==> src/design/clle_pkg.sv <==
`default_nettype none

package clle_pkg;

    // Default store size and fixed field widths
    localparam int CELLS_DEF    = 16;
    localparam int KIND_W       = 2;
    localparam int VALUE_W      = 32;
    localparam int STATUS_W     = 2;
    localparam int CELL_INDEX_W = 6;
    localparam int IN_TDATA_W   = 32;
    localparam int OUT_TDATA_W  = 40;

    // Operation codes carried on the input tuser
    typedef enum logic [KIND_W-1:0] {
        KIND_INS_FIRST = 2'd0,
        KIND_INS_LAST  = 2'd1,
        KIND_DELETE    = 2'd2,
        KIND_LIST      = 2'd3
    } t_kind;

    // Result codes carried on the output tuser
    typedef enum logic [STATUS_W-1:0] {
        ST_OK        = 2'd0,
        ST_FULL      = 2'd1,
        ST_NOT_FOUND = 2'd2,
        ST_EMPTY     = 2'd3
    } t_status;

    // Link store write selection
    typedef enum logic [2:0] {
        LW_NONE      = 3'd0,
        LW_CUR_HEAD  = 3'd1,
        LW_CUR_NIL   = 3'd2,
        LW_CUR_NEW   = 3'd3,
        LW_PREV_NEXT = 3'd4,
        LW_CUR_FREE  = 3'd5
    } t_link_op;

    typedef enum logic [1:0] {
        HD_KEEP = 2'd0,
        HD_CUR  = 2'd1,
        HD_NEXT = 2'd2
    } t_head_op;

    typedef enum logic [1:0] {
        FR_KEEP = 2'd0,
        FR_NEXT = 2'd1,
        FR_CUR  = 2'd2
    } t_free_op;

    typedef enum logic [1:0] {
        CS_ZERO = 2'd0,
        CS_CUR  = 2'd1,
        CS_NEW  = 2'd2
    } t_cell_sel;

    // Controller to datapath commands
    typedef struct packed {
        logic      start;     // latch beat, read free head or list head
        logic      adv;       // step to successor of current cell
        logic      rd_head;   // restart walk at list head
        logic      take;      // claim current cell from the free list
        t_link_op  link_op;
        t_head_op  head_op;
        t_free_op  free_op;
        logic      emit;      // load output register
        t_status   status;
        logic      with_elem;
        t_cell_sel cell_sel;
        logic      last;
    } t_cmd;

    // Datapath to controller status
    typedef struct packed {
        t_kind kind;
        logic  cur_cell;
        logic  next_cell;
        logic  prev_cell;
        logic  head_nil;
        logic  match;
        logic  steps_end;
        logic  steps_final;
        logic  slot_free;
    } t_stat;

endpackage

`default_nettype wire

==> src/design/clle_ctrl.sv <==
`default_nettype none

module clle_ctrl
    import clle_pkg::*;
(
    input  wire logic  i_clk,
    input  wire logic  i_rst_n,
    input  wire logic  i_valid,
    input  wire t_kind i_kind,
    output logic       o_ready,
    input  wire t_stat i_stat,
    output t_cmd       o_cmd
);

    typedef enum logic [5:0] {
        S_IDLE = 6'b000001,
        S_INS  = 6'b000010,
        S_TAIL = 6'b000100,
        S_DEL  = 6'b001000,
        S_FREE = 6'b010000,
        S_LST  = 6'b100000
    } t_state;

    t_state r_state, n_state;

    assign o_ready = (r_state == S_IDLE);

    // State register
    always_ff @(posedge i_clk) begin
        if (!i_rst_n) begin
            r_state <= S_IDLE;
        end else begin
            r_state <= n_state;
        end
    end

    // Next state and commands
    always_comb begin
        n_state = r_state;
        o_cmd   = '0;
        unique case (r_state)
            S_IDLE: begin
                if (i_valid) begin
                    o_cmd.start = 1'b1;
                    unique case (i_kind)
                        KIND_INS_FIRST, KIND_INS_LAST: n_state = S_INS;
                        KIND_DELETE:                   n_state = S_DEL;
                        default:                       n_state = S_LST;
                    endcase
                end
            end
            S_INS: begin
                if (i_stat.slot_free) begin
                    if (!i_stat.cur_cell) begin
                        o_cmd.emit   = 1'b1;
                        o_cmd.status = ST_FULL;
                        o_cmd.last   = 1'b1;
                        n_state      = S_IDLE;
                    end else begin
                        o_cmd.take    = 1'b1;
                        o_cmd.free_op = FR_NEXT;
                        if (i_stat.kind == KIND_INS_FIRST) begin
                            o_cmd.link_op  = LW_CUR_HEAD;
                            o_cmd.head_op  = HD_CUR;
                            o_cmd.emit     = 1'b1;
                            o_cmd.status   = ST_OK;
                            o_cmd.cell_sel = CS_CUR;
                            o_cmd.last     = 1'b1;
                            n_state        = S_IDLE;
                        end else if (i_stat.head_nil) begin
                            o_cmd.link_op  = LW_CUR_NIL;
                            o_cmd.head_op  = HD_CUR;
                            o_cmd.emit     = 1'b1;
                            o_cmd.status   = ST_OK;
                            o_cmd.cell_sel = CS_CUR;
                            o_cmd.last     = 1'b1;
                            n_state        = S_IDLE;
                        end else begin
                            o_cmd.link_op = LW_CUR_NIL;
                            o_cmd.rd_head = 1'b1;
                            n_state       = S_TAIL;
                        end
                    end
                end
            end
            S_TAIL: begin
                // walk to the tail, then hook the new cell behind it
                if (i_stat.next_cell && !i_stat.steps_end) begin
                    o_cmd.adv = 1'b1;
                end else if (i_stat.slot_free) begin
                    o_cmd.link_op  = LW_CUR_NEW;
                    o_cmd.emit     = 1'b1;
                    o_cmd.status   = ST_OK;
                    o_cmd.cell_sel = CS_NEW;
                    o_cmd.last     = 1'b1;
                    n_state        = S_IDLE;
                end
            end
            S_DEL: begin
                if (i_stat.cur_cell && i_stat.match) begin
                    // unlink from predecessor or from the head
                    if (i_stat.prev_cell) begin
                        o_cmd.link_op = LW_PREV_NEXT;
                    end else begin
                        o_cmd.head_op = HD_NEXT;
                    end
                    n_state = S_FREE;
                end else if (!i_stat.cur_cell || i_stat.steps_end) begin
                    if (i_stat.slot_free) begin
                        o_cmd.emit   = 1'b1;
                        o_cmd.status = ST_NOT_FOUND;
                        o_cmd.last   = 1'b1;
                        n_state      = S_IDLE;
                    end
                end else begin
                    o_cmd.adv = 1'b1;
                end
            end
            S_FREE: begin
                if (i_stat.slot_free) begin
                    o_cmd.link_op  = LW_CUR_FREE;
                    o_cmd.free_op  = FR_CUR;
                    o_cmd.emit     = 1'b1;
                    o_cmd.status   = ST_OK;
                    o_cmd.cell_sel = CS_CUR;
                    o_cmd.last     = 1'b1;
                    n_state        = S_IDLE;
                end
            end
            S_LST: begin
                if (i_stat.slot_free) begin
                    o_cmd.emit = 1'b1;
                    if (!i_stat.cur_cell) begin
                        o_cmd.status = ST_EMPTY;
                        o_cmd.last   = 1'b1;
                        n_state      = S_IDLE;
                    end else begin
                        o_cmd.status    = ST_OK;
                        o_cmd.with_elem = 1'b1;
                        o_cmd.cell_sel  = CS_CUR;
                        o_cmd.last      = !i_stat.next_cell || i_stat.steps_final;
                        if (!i_stat.next_cell || i_stat.steps_final) begin
                            n_state = S_IDLE;
                        end else begin
                            o_cmd.adv = 1'b1;
                        end
                    end
                end
            end
            default: begin
                n_state = S_IDLE;
            end
        endcase
    end

endmodule

`default_nettype wire

==> src/design/clle_datapath.sv <==
`default_nettype none

module clle_datapath
    import clle_pkg::*;
#(
    parameter int CELLS = CELLS_DEF
)
(
    input  wire logic                  i_clk,
    input  wire logic                  i_rst_n,
    input  wire t_kind                 i_kind,
    input  wire logic [VALUE_W-1:0]    i_value,
    input  wire t_cmd                  i_cmd,
    output t_stat                      o_stat,
    input  wire logic                  i_out_ready,
    output logic                       o_out_valid,
    output t_status                    o_status,
    output logic [VALUE_W-1:0]         o_element,
    output logic [CELL_INDEX_W-1:0]    o_cell_index,
    output logic                       o_last
);

    localparam int CW = $clog2(CELLS + 1);   // cell number plus null
    localparam int AW = $clog2(CELLS);       // store address
    localparam int SW = $clog2(CELLS + 1);   // walk step count
    localparam logic [CW-1:0] NIL = CW'(CELLS);

    // Stores
    logic [VALUE_W-1:0] r_elem_mem [CELLS];
    logic [CW-1:0]      r_link_mem [CELLS];
    logic [CELLS-1:0]   r_lvalid;

    // Walk and list registers
    logic [CW-1:0]      r_cur, r_prev, r_new, r_head, r_free;
    logic [SW-1:0]      r_steps;
    logic [VALUE_W-1:0] r_value;
    t_kind              r_kind;

    // Registered read data of the current cell
    logic [VALUE_W-1:0] r_q_elem;
    logic [CW-1:0]      r_q_link_raw;
    logic [CW-1:0]      r_q_link_def;
    logic               r_q_valid;

    logic [CW-1:0]      q_link, nx, ra;
    logic [AW-1:0]      ra_idx, cur_idx, prev_idx, lw_idx;
    logic [CW-1:0]      lw_data;
    logic               lw_en, re;
    logic [CW-1:0]      cell_val;

    // Successor of current cell, out-of-range link taken as null
    assign q_link   = r_q_valid ? r_q_link_raw : r_q_link_def;
    assign nx       = (q_link < NIL) ? q_link : NIL;
    assign cur_idx  = r_cur[AW-1:0];
    assign prev_idx = r_prev[AW-1:0];

    // Read address select
    always_comb begin
        ra = r_cur;
        re = 1'b0;
        if (i_cmd.start) begin
            re = 1'b1;
            ra = (i_kind == KIND_INS_FIRST || i_kind == KIND_INS_LAST) ? r_free : r_head;
        end else if (i_cmd.rd_head) begin
            re = 1'b1;
            ra = r_head;
        end else if (i_cmd.adv) begin
            re = 1'b1;
            ra = nx;
        end
        ra_idx = (ra < NIL) ? ra[AW-1:0] : '0;
    end

    // Link write select
    always_comb begin
        lw_en   = 1'b1;
        lw_idx  = cur_idx;
        lw_data = NIL;
        unique case (i_cmd.link_op)
            LW_NONE:      lw_en   = 1'b0;
            LW_CUR_HEAD:  lw_data = r_head;
            LW_CUR_NIL:   lw_data = NIL;
            LW_CUR_NEW:   lw_data = r_new;
            LW_PREV_NEXT: begin
                lw_idx  = prev_idx;
                lw_data = nx;
            end
            LW_CUR_FREE:  lw_data = r_free;
            default:      lw_en   = 1'b0;
        endcase
    end

    // Element store
    always_ff @(posedge i_clk) begin
        if (i_cmd.take) begin
            r_elem_mem[cur_idx] <= r_value;
        end
        if (re) begin
            r_q_elem <= r_elem_mem[ra_idx];
        end
    end

    // Link store; an unwritten cell links to the next one
    always_ff @(posedge i_clk) begin
        if (lw_en) begin
            r_link_mem[lw_idx] <= lw_data;
        end
        if (re) begin
            r_q_link_raw <= r_link_mem[ra_idx];
            r_q_link_def <= CW'(ra_idx) + CW'(1);
        end
    end

    always_ff @(posedge i_clk) begin
        if (!i_rst_n) begin
            r_lvalid  <= '0;
            r_q_valid <= 1'b0;
        end else begin
            if (lw_en) begin
                r_lvalid[lw_idx] <= 1'b1;
            end
            if (re) begin
                r_q_valid <= r_lvalid[ra_idx] && !(lw_en && lw_idx == ra_idx && 1'b0);
            end
        end
    end

    // List and free heads
    always_ff @(posedge i_clk) begin
        if (!i_rst_n) begin
            r_head <= NIL;
            r_free <= '0;
        end else begin
            unique case (i_cmd.head_op)
                HD_CUR:  r_head <= r_cur;
                HD_NEXT: r_head <= nx;
                default: r_head <= r_head;
            endcase
            unique case (i_cmd.free_op)
                FR_NEXT: r_free <= nx;
                FR_CUR:  r_free <= r_cur;
                default: r_free <= r_free;
            endcase
        end
    end

    // Walk cursor, predecessor and step count
    always_ff @(posedge i_clk) begin
        if (i_cmd.start) begin
            r_kind  <= i_kind;
            r_value <= i_value;
            r_prev  <= NIL;
            r_steps <= '0;
        end else if (i_cmd.rd_head) begin
            r_steps <= '0;
        end else if (i_cmd.adv) begin
            r_prev  <= r_cur;
            r_steps <= r_steps + SW'(1);
        end
        if (re) begin
            r_cur <= ra;
        end
        if (i_cmd.take) begin
            r_new <= r_cur;
        end
    end

    // Status to controller
    always_comb begin
        o_stat.kind        = r_kind;
        o_stat.cur_cell    = (r_cur < NIL);
        o_stat.next_cell   = (nx < NIL);
        o_stat.prev_cell   = (r_prev < NIL);
        o_stat.head_nil    = !(r_head < NIL);
        o_stat.match       = (r_q_elem == r_value);
        o_stat.steps_end   = (r_steps == SW'(CELLS));
        o_stat.steps_final = (r_steps == SW'(CELLS - 1));
        o_stat.slot_free   = !o_out_valid || i_out_ready;
    end

    // Output register
    always_comb begin
        unique case (i_cmd.cell_sel)
            CS_CUR:  cell_val = r_cur;
            CS_NEW:  cell_val = r_new;
            default: cell_val = '0;
        endcase
    end

    always_ff @(posedge i_clk) begin
        if (!i_rst_n) begin
            o_out_valid <= 1'b0;
        end else if (i_cmd.emit) begin
            o_out_valid <= 1'b1;
        end else if (i_out_ready) begin
            o_out_valid <= 1'b0;
        end
    end

    always_ff @(posedge i_clk) begin
        if (i_cmd.emit) begin
            o_status     <= i_cmd.status;
            o_element    <= i_cmd.with_elem ? r_q_elem : '0;
            o_cell_index <= CELL_INDEX_W'(cell_val);
            o_last       <= i_cmd.last;
        end
    end

endmodule

`default_nettype wire

==> src/design/cursor_linked_list_engine.sv <==
// Operation: insert first takes the free head and returns its result; insert last and delete walk the list one
// cell per cycle; list returns its first result after reading the list head, then one result per cycle
// while the output accepts them, each held while the output stalls.
// Throughput: one operation at a time; the single read port of the link store sets the
// one-cell-per-cycle walk rate. Reset (i_rst_n low, synchronous) empties the list and
// chains all cells onto the free list at once through per-cell link valid bits.
`default_nettype none

module cursor_linked_list_engine
    import clle_pkg::*;
#(
    parameter int CELLS = CELLS_DEF
)
(
    input  wire logic                   i_clk,
    input  wire logic                   i_rst_n,
    // input channel
    input  wire logic                   i_s_axis_tvalid,
    output logic                        o_s_axis_tready,
    input  wire logic [IN_TDATA_W-1:0]  i_s_axis_tdata,  // [31:0] value
    input  wire logic [KIND_W-1:0]      i_s_axis_tuser,  // [1:0] kind
    // result channel
    output logic                        o_m_axis_tvalid,
    input  wire logic                   i_m_axis_tready,
    output logic [OUT_TDATA_W-1:0]      o_m_axis_tdata,  // [31:0] element, [37:32] cell_index
    output logic [STATUS_W-1:0]         o_m_axis_tuser,  // [1:0] status
    output logic                        o_m_axis_tlast   // last
);

    t_cmd                     cmd;
    t_stat                    stat;
    t_kind                    kind;
    t_status                  status;
    logic [VALUE_W-1:0]       element;
    logic [CELL_INDEX_W-1:0]  cell_index;

    assign kind = t_kind'(i_s_axis_tuser);

    clle_ctrl u_ctrl (
        .i_clk   (i_clk),
        .i_rst_n (i_rst_n),
        .i_valid (i_s_axis_tvalid),
        .i_kind  (kind),
        .o_ready (o_s_axis_tready),
        .i_stat  (stat),
        .o_cmd   (cmd)
    );

    clle_datapath #(
        .CELLS (CELLS)
    ) u_datapath (
        .i_clk        (i_clk),
        .i_rst_n      (i_rst_n),
        .i_kind       (kind),
        .i_value      (i_s_axis_tdata[VALUE_W-1:0]),
        .i_cmd        (cmd),
        .o_stat       (stat),
        .i_out_ready  (i_m_axis_tready),
        .o_out_valid  (o_m_axis_tvalid),
        .o_status     (status),
        .o_element    (element),
        .o_cell_index (cell_index),
        .o_last       (o_m_axis_tlast)
    );

    // Pack result beat
    assign o_m_axis_tdata = {{(OUT_TDATA_W - VALUE_W - CELL_INDEX_W){1'b0}}, cell_index, element};
    assign o_m_axis_tuser = status;

endmodule

`default_nettype wire
==> config.mk <==
export PLATFORM = sky130hd
export DESIGN_NAME = cursor_linked_list_engine
export DESIGN_NICKNAME = d
export VERILOG_FILES = /design/src/design/clle_pkg.sv /design/src/design/clle_ctrl.sv /design/src/design/clle_datapath.sv /design/src/design/cursor_linked_list_engine.sv
export SDC_FILE = /design/constraint.sdc
export NUM_CORES = 1
export LEC_CHECK = 0
export BUFFER_PORTS_ARGS = -buffer_cell sky130_fd_sc_hd__buf_2
export CAP_MARGIN = 20
export CORE_ASPECT_RATIO = 1.5
export CORE_MARGIN = 8
export CORE_UTILIZATION = 53
export CTS_CLUSTER_DIAMETER = 30
export DETAILED_ROUTE_END_ITERATION = 8
export GPL_TIMING_DRIVEN = 1
export PLACE_DENSITY_LB_ADDON = 0.12
export RECOVER_POWER = 50
export SLEW_MARGIN = 20
export SYNTH_ARGS = -nofsm -noshare
export SYNTH_HDL_FRONTEND = slang
export SYNTH_SLANG_ARGS = --single-unit
==> constraint.sdc <==
create_clock -name i_clk -period 11.5 [get_ports i_clk]
set_clock_uncertainty 0.05 [all_clocks]
set_input_delay 1.15 -clock i_clk [delete_from_list [all_inputs] [get_ports i_clk]]
set_output_delay 1.15 -clock i_clk [all_outputs]
set_load 0.02 [all_outputs]
==> impl_metrics.prom, run 1 <==
# TYPE chip_impl_metric gauge
chip_impl_info{name="run_status",value="finished, violations left"} 1
chip_impl_info{name="failing_checks",value="max-capacitance violations, max-slew violations"} 1
chip_impl_metric{name="synth_cell_type_count",unit=""} 67
chip_impl_metric{name="detailedPlacementHpwl",unit="mm"} 41.7
chip_impl_metric{name="clock_sinks",unit=""} 762
chip_impl_metric{name="holdBufCountCts",unit=""} 0
chip_impl_metric{name="clk_pin_slew",unit="ns"} 0.05
chip_impl_metric{name="cts_max_level",unit=""} 3
chip_impl_metric{name="dr.pass1.iters",unit=""} 6
chip_impl_metric{name="fp-row-count",unit=""} 107
chip_impl_metric{name="grt.overflow.total",unit=""} 0
chip_impl_info{name="synth.cells.most_frequent",value="edfxtp_1, mux2i_1, nand2_1"} 1
chip_impl_metric{name="cp_max_fo",unit=""} 95
chip_impl_info{name="crit_path_start_kind",value="flop"} 1
chip_impl_metric{name="fin_crit",unit="ns"} 7.18
chip_impl_info{name="worstHoldPathType",value="reg2reg"} 1
chip_impl_metric{name="power.density",unit="nW/µm²"} 214
chip_impl_info{name="yosys.cell_count.top_type",value="edfxtp_1"} 1
chip_impl_metric{name="ctsResizeCount",unit=""} 0
chip_impl_metric{name="chipHeight",unit="µm"} 310
chip_impl_metric{name="finalHoldWorstSlack",unit="ns"} 0.415
chip_impl_metric{name="multi_input_gate_area_in_the_final_layout",unit="µm²"} 7580
chip_impl_metric{name="syn_area_per_cell",unit="µm²"} 15.8
chip_impl_metric{name="netlist.area_leader.share",unit="%"} 70.8
chip_impl_metric{name="critical_path_required",unit="ns"} 11.85
chip_impl_metric{name="synth-async-reset-ratio",unit="%"} 0
chip_impl_metric{name="min_period_over_period",unit="%"} 62.4
chip_impl_metric{name="timing.setup.tns",unit="ns"} 0
chip_impl_info{name="netlist_top_cells_area",value="edfxtp_1, mux2i_1, dfxtp_1, nand2_1, o22ai_1"} 1
chip_impl_metric{name="drive_above_1_share",unit="%"} 14.3
chip_impl_metric{name="grt_first_pass_wirelength",unit="mm"} 112
chip_impl_metric{name="die_w",unit="µm"} 212
chip_impl_info{name="synth_flop_cell",value="edfxtp_1"} 1
chip_impl_info{name="worstHoldStart",value="u_datapath.r_lvalid[7]$_SDFFE_PN0N_"} 1
chip_impl_info{name="cp_common_cell",value="nand2_1"} 1
chip_impl_metric{name="num_antenna_cells",unit=""} 0
chip_impl_info{name="cts_tree",value="done"} 1
chip_impl_info{name="setup.worst_path.class",value="reg2reg"} 1
chip_impl_metric{name="layout-area-overhead-vs-synth",unit="%"} 17.0
chip_impl_info{name="crit-reg2reg-capture",value="u_datapath.r_q_elem[24]$_DFFE_PP_"} 1
chip_impl_metric{name="postRouteAntennaNets",unit=""} 0
chip_impl_metric{name="post_synth_edffs",unit=""} 718
chip_impl_metric{name="yosysWarningCount",unit=""} 0
chip_impl_metric{name="remaining_drc_errors",unit=""} 0
chip_impl_info{name="timing.critical_path.slowest_stage_cell",value="clkbuf_1"} 1
chip_impl_metric{name="number_of_cells_on_the_worst_reg_to_reg_path",unit=""} 15
chip_impl_metric{name="clock_insertion_delay_worst_skew",unit="ns"} 0.67
chip_impl_metric{name="max_freq",unit="MHz"} 139
chip_impl_info{name="reg2reg_from",value="u_ctrl.r_state[3]$_SDFFE_PN0P_"} 1
chip_impl_metric{name="cts.path.max_buffers",unit=""} 3
chip_impl_metric{name="io_buffers",unit=""} 79
chip_impl_metric{name="finalNetCount",unit=""} 2112
chip_impl_metric{name="regToRegSetupSlack",unit="ns"} 4.32
chip_impl_metric{name="grt_pass1_vias",unit=""} 17700
chip_impl_metric{name="syn_inst",unit=""} 1922
chip_impl_metric{name="synth.ff_latch_count",unit=""} 762
chip_impl_metric{name="ir_worst_vdd",unit="µV"} 132
chip_impl_metric{name="cts-buffers-inserted",unit=""} 112
chip_impl_metric{name="gp_routability_congestion",unit=""} 0.906
chip_impl_info{name="rsz0062_at_grt",value="false"} 1
chip_impl_info{name="synth_area_leader_cell",value="edfxtp_1"} 1
chip_impl_metric{name="route.detailed.wl_per_inst",unit="µm"} 26.1
chip_impl_metric{name="relSlewSlack",unit="%"} -103
chip_impl_metric{name="area.sequential",unit="µm²"} 22400
chip_impl_metric{name="die_outline_area",unit="µm²"} 65500
chip_impl_metric{name="placeableCoreArea",unit="µm²"} 56800
chip_impl_info{name="endpoint_kind",value="flop"} 1
chip_impl_info{name="endpoint_worst_hold",value="u_datapath.r_lvalid[7]$_SDFFE_PN0N_"} 1
chip_impl_metric{name="detailedRoute.firstIterationViolations",unit=""} 1606
chip_impl_metric{name="hold_viol_final",unit=""} 0
chip_impl_metric{name="maxSlewViolCount",unit=""} 214
chip_impl_metric{name="initial_util",unit="%"} 53.7
chip_impl_metric{name="maxCapViolations",unit=""} 7
chip_impl_metric{name="total_wire_length",unit="mm"} 76.5
chip_impl_metric{name="fillers",unit=""} 4249
chip_impl_info{name="crit_chain",value="nor4_1, nand2_1, inv_1, clkbuf_1, a21o_2, nor3_1, a31oi_4, inv_2, nor2_2, inv_8, buf_4, mux2i_1, nand2_1, a32oi_1, nand2_1"} 1
chip_impl_info{name="ctsRootBufferMaster",value="clkbuf_16"} 1
chip_impl_metric{name="io_pins",unit=""} 83
chip_impl_metric{name="timing.critical_path.arrival",unit="ns"} 7.53
chip_impl_metric{name="finalSetupViolations",unit=""} 0
chip_impl_metric{name="worst_slew_pin_slew",unit="ns"} 3.05
chip_impl_metric{name="seq_area_frac_synth",unit="%"} 73.7
chip_impl_metric{name="vias",unit=""} 17300
chip_impl_metric{name="grt_use_total",unit="%"} 23.4
chip_impl_metric{name="post_synth_instance_area",unit="µm²"} 30500
chip_impl_metric{name="vias_per_cell",unit=""} 5.91
chip_impl_metric{name="leakage_power",unit="nW"} 13.2
chip_impl_metric{name="critical-path-max-stage-delay",unit="ns"} 2.18
chip_impl_metric{name="grt_max_degree",unit=""} 96
chip_impl_metric{name="hold_depth",unit=""} 1
chip_impl_metric{name="antenna_found_initial",unit=""} 1
chip_impl_metric{name="cts_setup_buffers",unit=""} 0
==> routing by layer <==
layer,track usage [%],up-vias,share of wire (%)
met5,0,-,0
met4,9.99,0,3.4
met3,3.15,148,5.8
met2,41.8,642,52
met1,28.1,8766,39
li1,-,7746,-
==> through the flow <==
step	setup slack, ns	area, µm²	std cells	utilization [%]	power, W
5_1_grt	3.74	35600	2928	62.8	0.00787
3_5_place_dp	5.02	31800	2715	56.1	0.00423
3_3_place_gp	5.18	31800	2715	56.1	0.00422
2_1_floorplan	6.64	30500	1924	-	0.00391
6_report	4.32	35600	2928	62.8	0.00764
4_1_cts	5.09	35700	2928	63.0	0.00769
==> cell families (layout without fill, tap and decap cells) <==
family                     after synthesis  after routing  synth area share [%]
adders and majority gates                8              8                 0.329
DFF                                    762            762                  73.7
AOI/OAI and AO/OA                      245            245                  5.68
xor gates and xnor gates                30             30                 0.863
other                                    1              3                0.0123
and+or+nand+nor                        401            401                  6.00
muxes                                  349            349                  11.5
buffers and inverters                  126            367                  1.90
==> worst max path at each step <==
stage	endpoint	slack [ns]	start	cells past startpoint
finish	u_datapath.r_q_elem[24]$_DFFE_PP_	4.32	u_ctrl.r_state[3]$_SDFFE_PN0P_	15
global route	u_datapath.r_q_elem[24]$_DFFE_PP_	3.74	u_ctrl.r_state[2]$_SDFFE_PN0P_	15
CTS	u_datapath.r_q_elem[24]$_DFFE_PP_	5.09	u_datapath.r_value[20]$_DFFE_PP_	15
detailed placement	u_datapath.r_q_elem[3]$_DFFE_PP_	5.02	i_m_axis_tready	17
global placement	u_datapath.r_q_elem[21]$_DFFE_PP_	5.18	i_m_axis_tready	17
floorplan	u_datapath.o_cell_index[0]$_DFFE_PP_	6.64	i_m_axis_tready	3
==> cell type report <==
| type | count | share of cell area (%) |
|---|---|---|
| inverter | 32 | 0.358 |
| clock buffer | 124 | 8.13 |
| sequential | 762 | 63.0 |
| clock inverter | 89 | 2.82 |
| multi-input combinational | 1036 | 21.3 |
| tap | 763 | 2.68 |
| timing repair buffer | 122 | 1.76 |
==> flip-flops by register name (all words and copies together), names as in the netlist, 6 cells and up <==
name	flops
u_datapath.o_element	32
u_datapath.r_value	32
u_datapath.r_elem_mem	512
u_datapath.r_q_elem	32
u_datapath.r_lvalid	16
u_datapath.r_link_mem	80
u_ctrl.r_state	6
==> where the power goes <==
part	switching, W	internal, W	total (W)
combinational	0.000556	0.000310	0.000866
sequential	0.000123	0.00319	0.00331
clock	0.00133	0.00214	0.00346
==> critical path, delay by kind of cell (launching register included) <==
family / cells / cell delay, ns
flops: 1 / 0.41
simple gates: 6 / 1.42
mux: 1 / 0.28
compound gates: 3 / 1.07
buf+inv: 5 / 3.53
==> cells in the final DEF (no fill, tap or decap), types with 35 or more instances in the layout <==
cell / n
edfxtp_1: 718
buf_4: 35
nor2_1: 96
o22ai_1: 77
clkbuf_1: 65
nand2_1: 163
a32oi_1: 40
dfxtp_1: 44
clkbuf_16: 113
mux2i_1: 344
Power figures use the tool's default switching activity.
==> run 2, diff against run 1 <==
==> constraint.sdc (replaced) <==
create_clock -name i_clk -period 7.1 [get_ports i_clk]
set_clock_uncertainty 0.05 [all_clocks]
set_input_delay 0.71 -clock i_clk [delete_from_list [all_inputs] [get_ports i_clk]]
set_output_delay 0.71 -clock i_clk [all_outputs]
set_load 0.02 [all_outputs]
==> run 2 against run 1 <==
Against the previous run:
- the flow still finishes with violations (max-capacitance violations, max-slew violations)
- power is 62% higher
- clock-buffer cell count increased by 7
- die area stayed put
- critical path depth is 3 lower
- first-iteration DRC count shrank 8.7%
- cell area hardly changed
- wire length increased by 1.4%
- core utilization about the same
- maximum frequency up 27%
- critical endpoint is now u_datapath.r_q_elem[4]$_DFFE_PP_
- largest cell class unchanged
- highest routed layer unchanged
==> impl_metrics.prom, run 2 (synthesis gave the netlist of run 1 again) <==
# TYPE chip_impl_metric gauge
chip_impl_metric{name="dr.pass1.iters",unit=""} 6
chip_impl_info{name="cp_top_family",value="buffers and inverters"} 1
chip_impl_metric{name="cp.buffers_inverters",unit=""} 3
chip_impl_metric{name="cts-buffers-inserted",unit=""} 115
chip_impl_metric{name="critical_path_required",unit="ns"} 7.45
chip_impl_metric{name="multi_input_gate_area_in_the_final_layout",unit="µm²"} 7570
chip_impl_metric{name="max_freq",unit="MHz"} 177
chip_impl_info{name="worstHoldStart",value="i_s_axis_tdata[18]"} 1
chip_impl_metric{name="cts_setup_buffers",unit=""} 0
chip_impl_metric{name="grt_max_degree",unit=""} 91
chip_impl_metric{name="timing.critical_path.arrival",unit="ns"} 6.00
chip_impl_info{name="max_flop_register",value="u_datapath.r_elem_mem"} 1
chip_impl_metric{name="vias_per_cell",unit=""} 5.96
chip_impl_metric{name="detailedPlacementHpwl",unit="mm"} 42.9
chip_impl_info{name="worstHoldPathType",value="in2reg"} 1
chip_impl_info{name="layout_commonest_cell",value="edfxtp_1"} 1
chip_impl_metric{name="worst_slew_pin_slew",unit="ns"} 2.65
chip_impl_info{name="crit_path_start_kind",value="flop"} 1
chip_impl_metric{name="min_period_over_period",unit="%"} 79.5
chip_impl_info{name="failing_checks",value="max-capacitance violations, max-slew violations"} 1
chip_impl_info{name="crit_chain",value="clkbuf_1, o22ai_1, nor4_1, nand4_1, mux2i_1, nor2_4, buf_4, buf_4, mux2i_1, nand2_1, a32oi_1, nand2_1"} 1
chip_impl_metric{name="die_w",unit="µm"} 212
chip_impl_info{name="timing.critical_path.slowest_stage_cell",value="buf_4"} 1
chip_impl_metric{name="finalNetCount",unit=""} 2118
chip_impl_metric{name="power.density",unit="nW/µm²"} 346
chip_impl_metric{name="io_buffers",unit=""} 79
chip_impl_metric{name="total_wire_length",unit="mm"} 77.6
chip_impl_metric{name="power.combinational.fraction",unit="%"} 11.4
chip_impl_metric{name="cp_max_fo",unit=""} 54
chip_impl_metric{name="chipHeight",unit="µm"} 310
chip_impl_metric{name="number_of_cells_on_the_worst_reg_to_reg_path",unit=""} 12
chip_impl_metric{name="route.detailed.wl_per_inst",unit="µm"} 26.4
chip_impl_metric{name="drive_above_1_share",unit="%"} 13.9
chip_impl_metric{name="hold_viol_final",unit=""} 0
chip_impl_info{name="setup.worst_path.class",value="reg2reg"} 1
chip_impl_metric{name="remaining_drc_errors",unit=""} 0
chip_impl_metric{name="detailedRoute.firstIterationViolations",unit=""} 1466
chip_impl_info{name="commonest_cells_after_routing_fill_and_taps_aside",value="edfxtp_1, mux2i_1, nand2_1"} 1
chip_impl_metric{name="clk_pin_slew",unit="ns"} 0.06
chip_impl_metric{name="initial_util",unit="%"} 53.7
chip_impl_info{name="endpoint_worst_hold",value="u_datapath.r_value[18]$_DFFE_PP_"} 1
chip_impl_metric{name="cellInternalPower",unit="W"} 0.00917
chip_impl_metric{name="ctsResizeCount",unit=""} 0
chip_impl_metric{name="maxSlewViolCount",unit=""} 125
chip_impl_metric{name="sequential_fraction_of_design_power",unit="%"} 43.5
chip_impl_metric{name="finalHoldWorstSlack",unit="ns"} 0.169
chip_impl_metric{name="vias",unit=""} 17500
chip_impl_metric{name="postLayoutSetupSlackWorst",unit="ns"} 1.46
chip_impl_metric{name="critical-path-max-stage-delay",unit="ns"} 0.82
chip_impl_info{name="crit-reg2reg-capture",value="u_datapath.r_q_elem[4]$_DFFE_PP_"} 1
chip_impl_info{name="cts_tree",value="done"} 1
chip_impl_metric{name="grt_pass1_vias",unit=""} 18100
chip_impl_info{name="run_status",value="finished, violations left"} 1
chip_impl_metric{name="clock_sinks",unit=""} 762
chip_impl_metric{name="timing.setup.tns",unit="ns"} 0
chip_impl_metric{name="dp_slack",unit="ns"} 1.65
chip_impl_info{name="ctsRootBufferMaster",value="clkbuf_16"} 1
chip_impl_metric{name="p_sw_share",unit="%"} 25.7
chip_impl_metric{name="finalSetupViolations",unit=""} 0
chip_impl_metric{name="gp_routability_congestion",unit=""} 0.938
chip_impl_metric{name="maxCapViolations",unit=""} 4
chip_impl_metric{name="pwr-share-clk",unit="%"} 45.1
chip_impl_metric{name="relSlewSlack",unit="%"} -76.4
chip_impl_info{name="endpoint_kind",value="flop"} 1
chip_impl_metric{name="grt_use_total",unit="%"} 23.5
chip_impl_metric{name="placeableCoreArea",unit="µm²"} 56800
chip_impl_metric{name="regToRegSetupSlack",unit="ns"} 1.46
chip_impl_metric{name="fillers",unit=""} 4164
chip_impl_metric{name="clock_insertion_delay_worst_skew",unit="ns"} 0.66
chip_impl_info{name="reg.largest.list",value="u_datapath.r_elem_mem x512, u_datapath.r_link_mem x80"} 1
chip_impl_metric{name="grt_first_pass_wirelength",unit="mm"} 113
chip_impl_metric{name="leakage_power",unit="nW"} 13.2
chip_impl_metric{name="cts.path.max_buffers",unit=""} 3
chip_impl_metric{name="layout-area-overhead-vs-synth",unit="%"} 17.1
chip_impl_metric{name="ir_worst_vdd",unit="µV"} 207
chip_impl_metric{name="die_outline_area",unit="µm²"} 65500
chip_impl_metric{name="antenna_found_initial",unit=""} 0
chip_impl_metric{name="grt.overflow.total",unit=""} 0
chip_impl_metric{name="io_pins",unit=""} 83
chip_impl_metric{name="power.total",unit="W"} 0.0123
chip_impl_metric{name="largest_register_ff_count",unit=""} 512
chip_impl_metric{name="holdBufCountCts",unit=""} 0
chip_impl_metric{name="fin_crit",unit="ns"} 5.64
chip_impl_metric{name="postRouteAntennaNets",unit=""} 0
chip_impl_metric{name="netSwitchingPower",unit="W"} 0.00318
chip_impl_info{name="reg2reg_from",value="u_datapath.r_value[2]$_DFFE_PP_"} 1
chip_impl_metric{name="area.sequential",unit="µm²"} 22400
chip_impl_metric{name="hold_depth",unit=""} 1
chip_impl_metric{name="num_antenna_cells",unit=""} 0
chip_impl_metric{name="finalCoreUtilization",unit="%"} 62.8
chip_impl_info{name="rsz0062_at_grt",value="false"} 1
chip_impl_metric{name="cts_max_level",unit=""} 3
chip_impl_metric{name="fp-row-count",unit=""} 107
==> run 2: changes by cell type in the layout (fill, tap and decap cells not counted), sizes merged <==
cell	before	now
inv	64	50
clkbuf	181	187
clkinvlp	13	20
buf	65	69
clkinv	32	38
==> run 2: how the worst max path moves through the flow <==
stage,slack (ns),cells after the start,startpoint,endpoint
finish,1.46,12,u_datapath.r_value[2]$_DFFE_PP_,u_datapath.r_q_elem[4]$_DFFE_PP_
global route,1.25,12,u_datapath.r_value[2]$_DFFE_PP_,u_datapath.r_q_elem[24]$_DFFE_PP_
CTS,1.57,12,u_datapath.r_value[25]$_DFFE_PP_,u_datapath.r_q_elem[4]$_DFFE_PP_
detailed placement,1.65,12,u_datapath.r_value[25]$_DFFE_PP_,u_datapath.r_q_elem[12]$_DFFE_PP_
global placement,1.75,12,u_datapath.r_value[25]$_DFFE_PP_,u_datapath.r_q_elem[22]$_DFFE_PP_
floorplan,2.38,10,u_ctrl.r_state[3]$_SDFFE_PN0P_,u_datapath.r_elem_mem[3][0]$_DFFE_PP_
==> run 2: layout make-up <==
type	count	area share, %
multi-input combinational	1036	21.2
clock inverter	88	2.50
sequential	762	62.9
inverter	32	0.358
timing repair buffer	125	1.87
clock buffer	131	8.42
tap	763	2.68
==> run 2: power groups by stage <==
stage / clock [W] / combinational (W) / sequential (W)
floorplan: 0 / 0.000975 / 0.00537
global placement: 0 / 0.00141 / 0.00545
detailed placement: 0 / 0.00142 / 0.00545
CTS: 0.00563 / 0.00143 / 0.00537
global route: 0.00582 / 0.00150 / 0.00538
finish: 0.00556 / 0.00141 / 0.00537
==> run 2: metrics by stage <==
step	std cells	area, µm²
6_report	2937	35700
3_3_place_gp	2718	31900
4_1_cts	2937	35800
3_5_place_dp	2718	31900
2_1_floorplan	1924	30500
5_1_grt	2937	35700
==> run 2: layer usage <==
layer  GRT usage (%)  wire length (µm)  share of wire [%]  up-vias
li1                -                 -                  -     7761
met1            27.6             29400                 38     8826
met2            41.8             40300                 52      676
met3            3.52              4440                5.7      232
met4            11.7              3410                4.4        0
met5               0                 0                  0        -
==> run 3, diff against run 2 <==
==> constraint.sdc (replaced) <==
create_clock -name i_clk -period 5.5 [get_ports i_clk]
set_clock_uncertainty 0.05 [all_clocks]
set_input_delay 0.55 -clock i_clk [delete_from_list [all_inputs] [get_ports i_clk]]
set_output_delay 0.55 -clock i_clk [all_outputs]
set_load 0.02 [all_outputs]
==> run 3 against run 2 <==
Against the previous run:
- the flow still finishes with violations (max-capacitance violations, max-slew violations)
- hold slack worse by 0.14 ns
- die area stayed put
- wire length is 0.22% lower
- critical path type unchanged
- largest power group unchanged
- highest routed layer unchanged
==> impl_metrics.prom, run 3 (synthesis gave the netlist of run 1 again) <==
# TYPE chip_impl_metric gauge
chip_impl_metric{name="grt_use_total",unit="%"} 23.6
chip_impl_metric{name="cts_max_level",unit=""} 3
chip_impl_metric{name="critical_path_required",unit="ns"} 5.75
chip_impl_metric{name="total_wire_length",unit="mm"} 77.4
chip_impl_metric{name="num_antenna_cells",unit=""} 0
chip_impl_metric{name="postRouteAntennaNets",unit=""} 0
chip_impl_metric{name="io_buffers",unit=""} 79
chip_impl_metric{name="fillers",unit=""} 4166
chip_impl_metric{name="detailedRoute.firstIterationViolations",unit=""} 1561
chip_impl_metric{name="grt_pass1_vias",unit=""} 17800
chip_impl_info{name="ctsRootBufferMaster",value="clkbuf_16"} 1
chip_impl_info{name="worstHoldPathType",value="in2reg"} 1
chip_impl_metric{name="finalHoldWorstSlack",unit="ns"} 0.0334
chip_impl_info{name="reg.largest.list",value="u_datapath.r_elem_mem x512, u_datapath.r_link_mem x80"} 1
chip_impl_info{name="cts_tree",value="done"} 1
chip_impl_metric{name="max_freq",unit="MHz"} 200
chip_impl_metric{name="timing.critical_path.arrival",unit="ns"} 5.24
chip_impl_info{name="setup.worst_path.class",value="reg2reg"} 1
chip_impl_metric{name="chipHeight",unit="µm"} 310
chip_impl_metric{name="die_w",unit="µm"} 212
chip_impl_info{name="timing.critical_path.slowest_stage_cell",value="nor2_1"} 1
chip_impl_info{name="crit_chain",value="or4_1, or2_0, or3_1, inv_1, nand3_1, nor2_1, buf_4"} 1
chip_impl_metric{name="ctsResizeCount",unit=""} 0
chip_impl_metric{name="cellInternalPower",unit="W"} 0.0119
chip_impl_metric{name="detailedPlacementHpwl",unit="mm"} 45.0
chip_impl_metric{name="remaining_drc_errors",unit=""} 0
chip_impl_metric{name="finalNetCount",unit=""} 2143
chip_impl_metric{name="ir_worst_vdd",unit="µV"} 271
chip_impl_metric{name="worst_slew_pin_slew",unit="ns"} 2.18
chip_impl_info{name="crit-reg2reg-capture",value="u_datapath.r_elem_mem[7][22]$_DFFE_PP_"} 1
chip_impl_metric{name="fp-row-count",unit=""} 107
chip_impl_metric{name="cts-buffers-inserted",unit=""} 109
chip_impl_metric{name="io_pins",unit=""} 83
chip_impl_metric{name="timing.setup.tns",unit="ns"} 0
chip_impl_metric{name="finalSetupViolations",unit=""} 0
chip_impl_metric{name="power.density",unit="nW/µm²"} 445
chip_impl_metric{name="holdBufCountCts",unit=""} 16
chip_impl_metric{name="placeableCoreArea",unit="µm²"} 56800
chip_impl_metric{name="hold_viol_final",unit=""} 0
chip_impl_info{name="run_status",value="finished, violations left"} 1
chip_impl_metric{name="grt_first_pass_wirelength",unit="mm"} 114
chip_impl_info{name="worstHoldStart",value="i_s_axis_tdata[18]"} 1
chip_impl_metric{name="vias",unit=""} 17500
chip_impl_metric{name="clk_pin_slew",unit="ns"} 0.06
chip_impl_metric{name="netSwitchingPower",unit="W"} 0.00413
chip_impl_metric{name="largest_register_ff_count",unit=""} 512
chip_impl_metric{name="gp_routability_congestion",unit=""} 0.903
chip_impl_metric{name="die_outline_area",unit="µm²"} 65500
chip_impl_metric{name="sequential_fraction_of_design_power",unit="%"} 43.2
chip_impl_metric{name="number_of_cells_on_the_worst_reg_to_reg_path",unit=""} 7
chip_impl_metric{name="fin_crit",unit="ns"} 5.00
chip_impl_metric{name="dr.pass1.iters",unit=""} 5
chip_impl_metric{name="clock_sinks",unit=""} 762
chip_impl_metric{name="finalCoreUtilization",unit="%"} 63.4
chip_impl_metric{name="route.detailed.wl_per_inst",unit="µm"} 26.2
chip_impl_info{name="layout_commonest_cell",value="edfxtp_1"} 1
chip_impl_metric{name="vias_per_cell",unit=""} 5.91
chip_impl_metric{name="hold_depth",unit=""} 1
chip_impl_metric{name="cts_setup_buffers",unit=""} 0
chip_impl_info{name="endpoint_kind",value="flop"} 1
chip_impl_info{name="failing_checks",value="max-capacitance violations, max-slew violations"} 1
chip_impl_metric{name="maxCapViolations",unit=""} 6
chip_impl_metric{name="min_period_over_period",unit="%"} 90.9
chip_impl_metric{name="p_sw_share",unit="%"} 25.8
chip_impl_info{name="max_flop_register",value="u_datapath.r_elem_mem"} 1
chip_impl_info{name="reg2reg_from",value="u_ctrl.r_state[3]$_SDFFE_PN0P_"} 1
chip_impl_metric{name="cp_max_fo",unit=""} 20
chip_impl_metric{name="regToRegSetupSlack",unit="ns"} 0.50
chip_impl_metric{name="pwr-share-clk",unit="%"} 44.9
chip_impl_metric{name="cp.buffers_inverters",unit=""} 2
chip_impl_metric{name="maxSlewViolCount",unit=""} 112
chip_impl_metric{name="power.combinational.fraction",unit="%"} 11.9
chip_impl_metric{name="leakage_power",unit="nW"} 13.3
chip_impl_metric{name="cts.path.max_buffers",unit=""} 3
chip_impl_info{name="crit_path_start_kind",value="flop"} 1
chip_impl_metric{name="antenna_found_initial",unit=""} 0
chip_impl_info{name="rsz0062_at_grt",value="false"} 1
chip_impl_metric{name="initial_util",unit="%"} 53.7
chip_impl_metric{name="power.total",unit="W"} 0.0160
chip_impl_info{name="cp_top_family",value="simple AND/OR/NAND/NOR gates"} 1
chip_impl_metric{name="layout-area-overhead-vs-synth",unit="%"} 18.2
chip_impl_info{name="commonest_cells_after_routing_fill_and_taps_aside",value="edfxtp_1, mux2i_1, nand2_1"} 1
chip_impl_metric{name="grt.overflow.total",unit=""} 0
chip_impl_metric{name="clock_insertion_delay_worst_skew",unit="ns"} 0.66
chip_impl_metric{name="relSlewSlack",unit="%"} -45.6
chip_impl_metric{name="grt_max_degree",unit=""} 95
chip_impl_metric{name="critical-path-max-stage-delay",unit="ns"} 1.52
chip_impl_metric{name="drive_above_1_share",unit="%"} 14.1
chip_impl_info{name="endpoint_worst_hold",value="u_datapath.r_value[18]$_DFFE_PP_"} 1
run 3: layout make-up:
type	count	area (µm²)	share of cell area (%)
tap	763	955	2.65
clock inverter	93	1070	2.97
inverter	32	128	0.355
multi-input combinational	1036	7560	21.0
clock buffer	113	2760	7.68
sequential	762	22400	62.4
timing repair buffer	156	1070	2.97
run 3: through the flow:
| step | cell area, µm² | cells | setup slack, ns |
|---|---|---|---|
| 2_1_floorplan | 30500 | 1924 | 0.782 |
| 3_3_place_gp | 32100 | 2733 | 1.00 |
| 3_5_place_dp | 32100 | 2733 | 0.830 |
| 4_1_cts | 36100 | 2955 | 0.821 |
| 5_1_grt | 36000 | 2955 | 0.281 |
| 6_report | 36000 | 2955 | 0.503 |
run 3: worst max path at each step:
stage,startpoint,endpoint,cells after the start
after global placement,u_ctrl.r_state[5]$_SDFFE_PN0P_,u_datapath.r_q_elem[0]$_DFFE_PP_,15
after global routing,u_datapath.r_value[7]$_DFFE_PP_,u_datapath.r_q_elem[0]$_DFFE_PP_,14
final,u_ctrl.r_state[3]$_SDFFE_PN0P_,u_datapath.r_elem_mem[7][22]$_DFFE_PP_,7
after detailed placement,u_datapath.r_value[25]$_DFFE_PP_,u_datapath.r_q_elem[0]$_DFFE_PP_,13
after CTS,u_datapath.r_value[25]$_DFFE_PP_,u_datapath.r_q_elem[0]$_DFFE_PP_,13
after floorplan,u_ctrl.r_state[3]$_SDFFE_PN0P_,u_datapath.r_elem_mem[3][0]$_DFFE_PP_,10
run 3: power by group through the flow:
stage / Sequential (W) / Clock (W) / Combinational (W)
after floorplan: 0.00693 / 0 / 0.00126
after global placement: 0.00701 / 0 / 0.00189
after detailed placement: 0.00702 / 0 / 0.00191
after CTS: 0.00691 / 0.00726 / 0.00193
after global routing: 0.00693 / 0.00751 / 0.00203
final: 0.00691 / 0.00718 / 0.00191
run 3: per-layer routing:
| layer | GRT usage [%] | up-vias | share of wire (%) |
|---|---|---|---|
| met5 | 0 | - | 0 |
| met4 | 11.2 | 0 | 4.0 |
| met3 | 3.45 | 183 | 5.9 |
| met2 | 41.6 | 657 | 52 |
| met1 | 28.3 | 8803 | 38 |
| li1 | - | 7819 | - |
run 3: worst reg2reg max path, delay by kind of cell, from the launching register on:
kind | cells | cell delay [ns]
and+or+nand+nor | 5 | 3.19
buffers and inverters | 2 | 1.02
DFF | 1 | 0.40
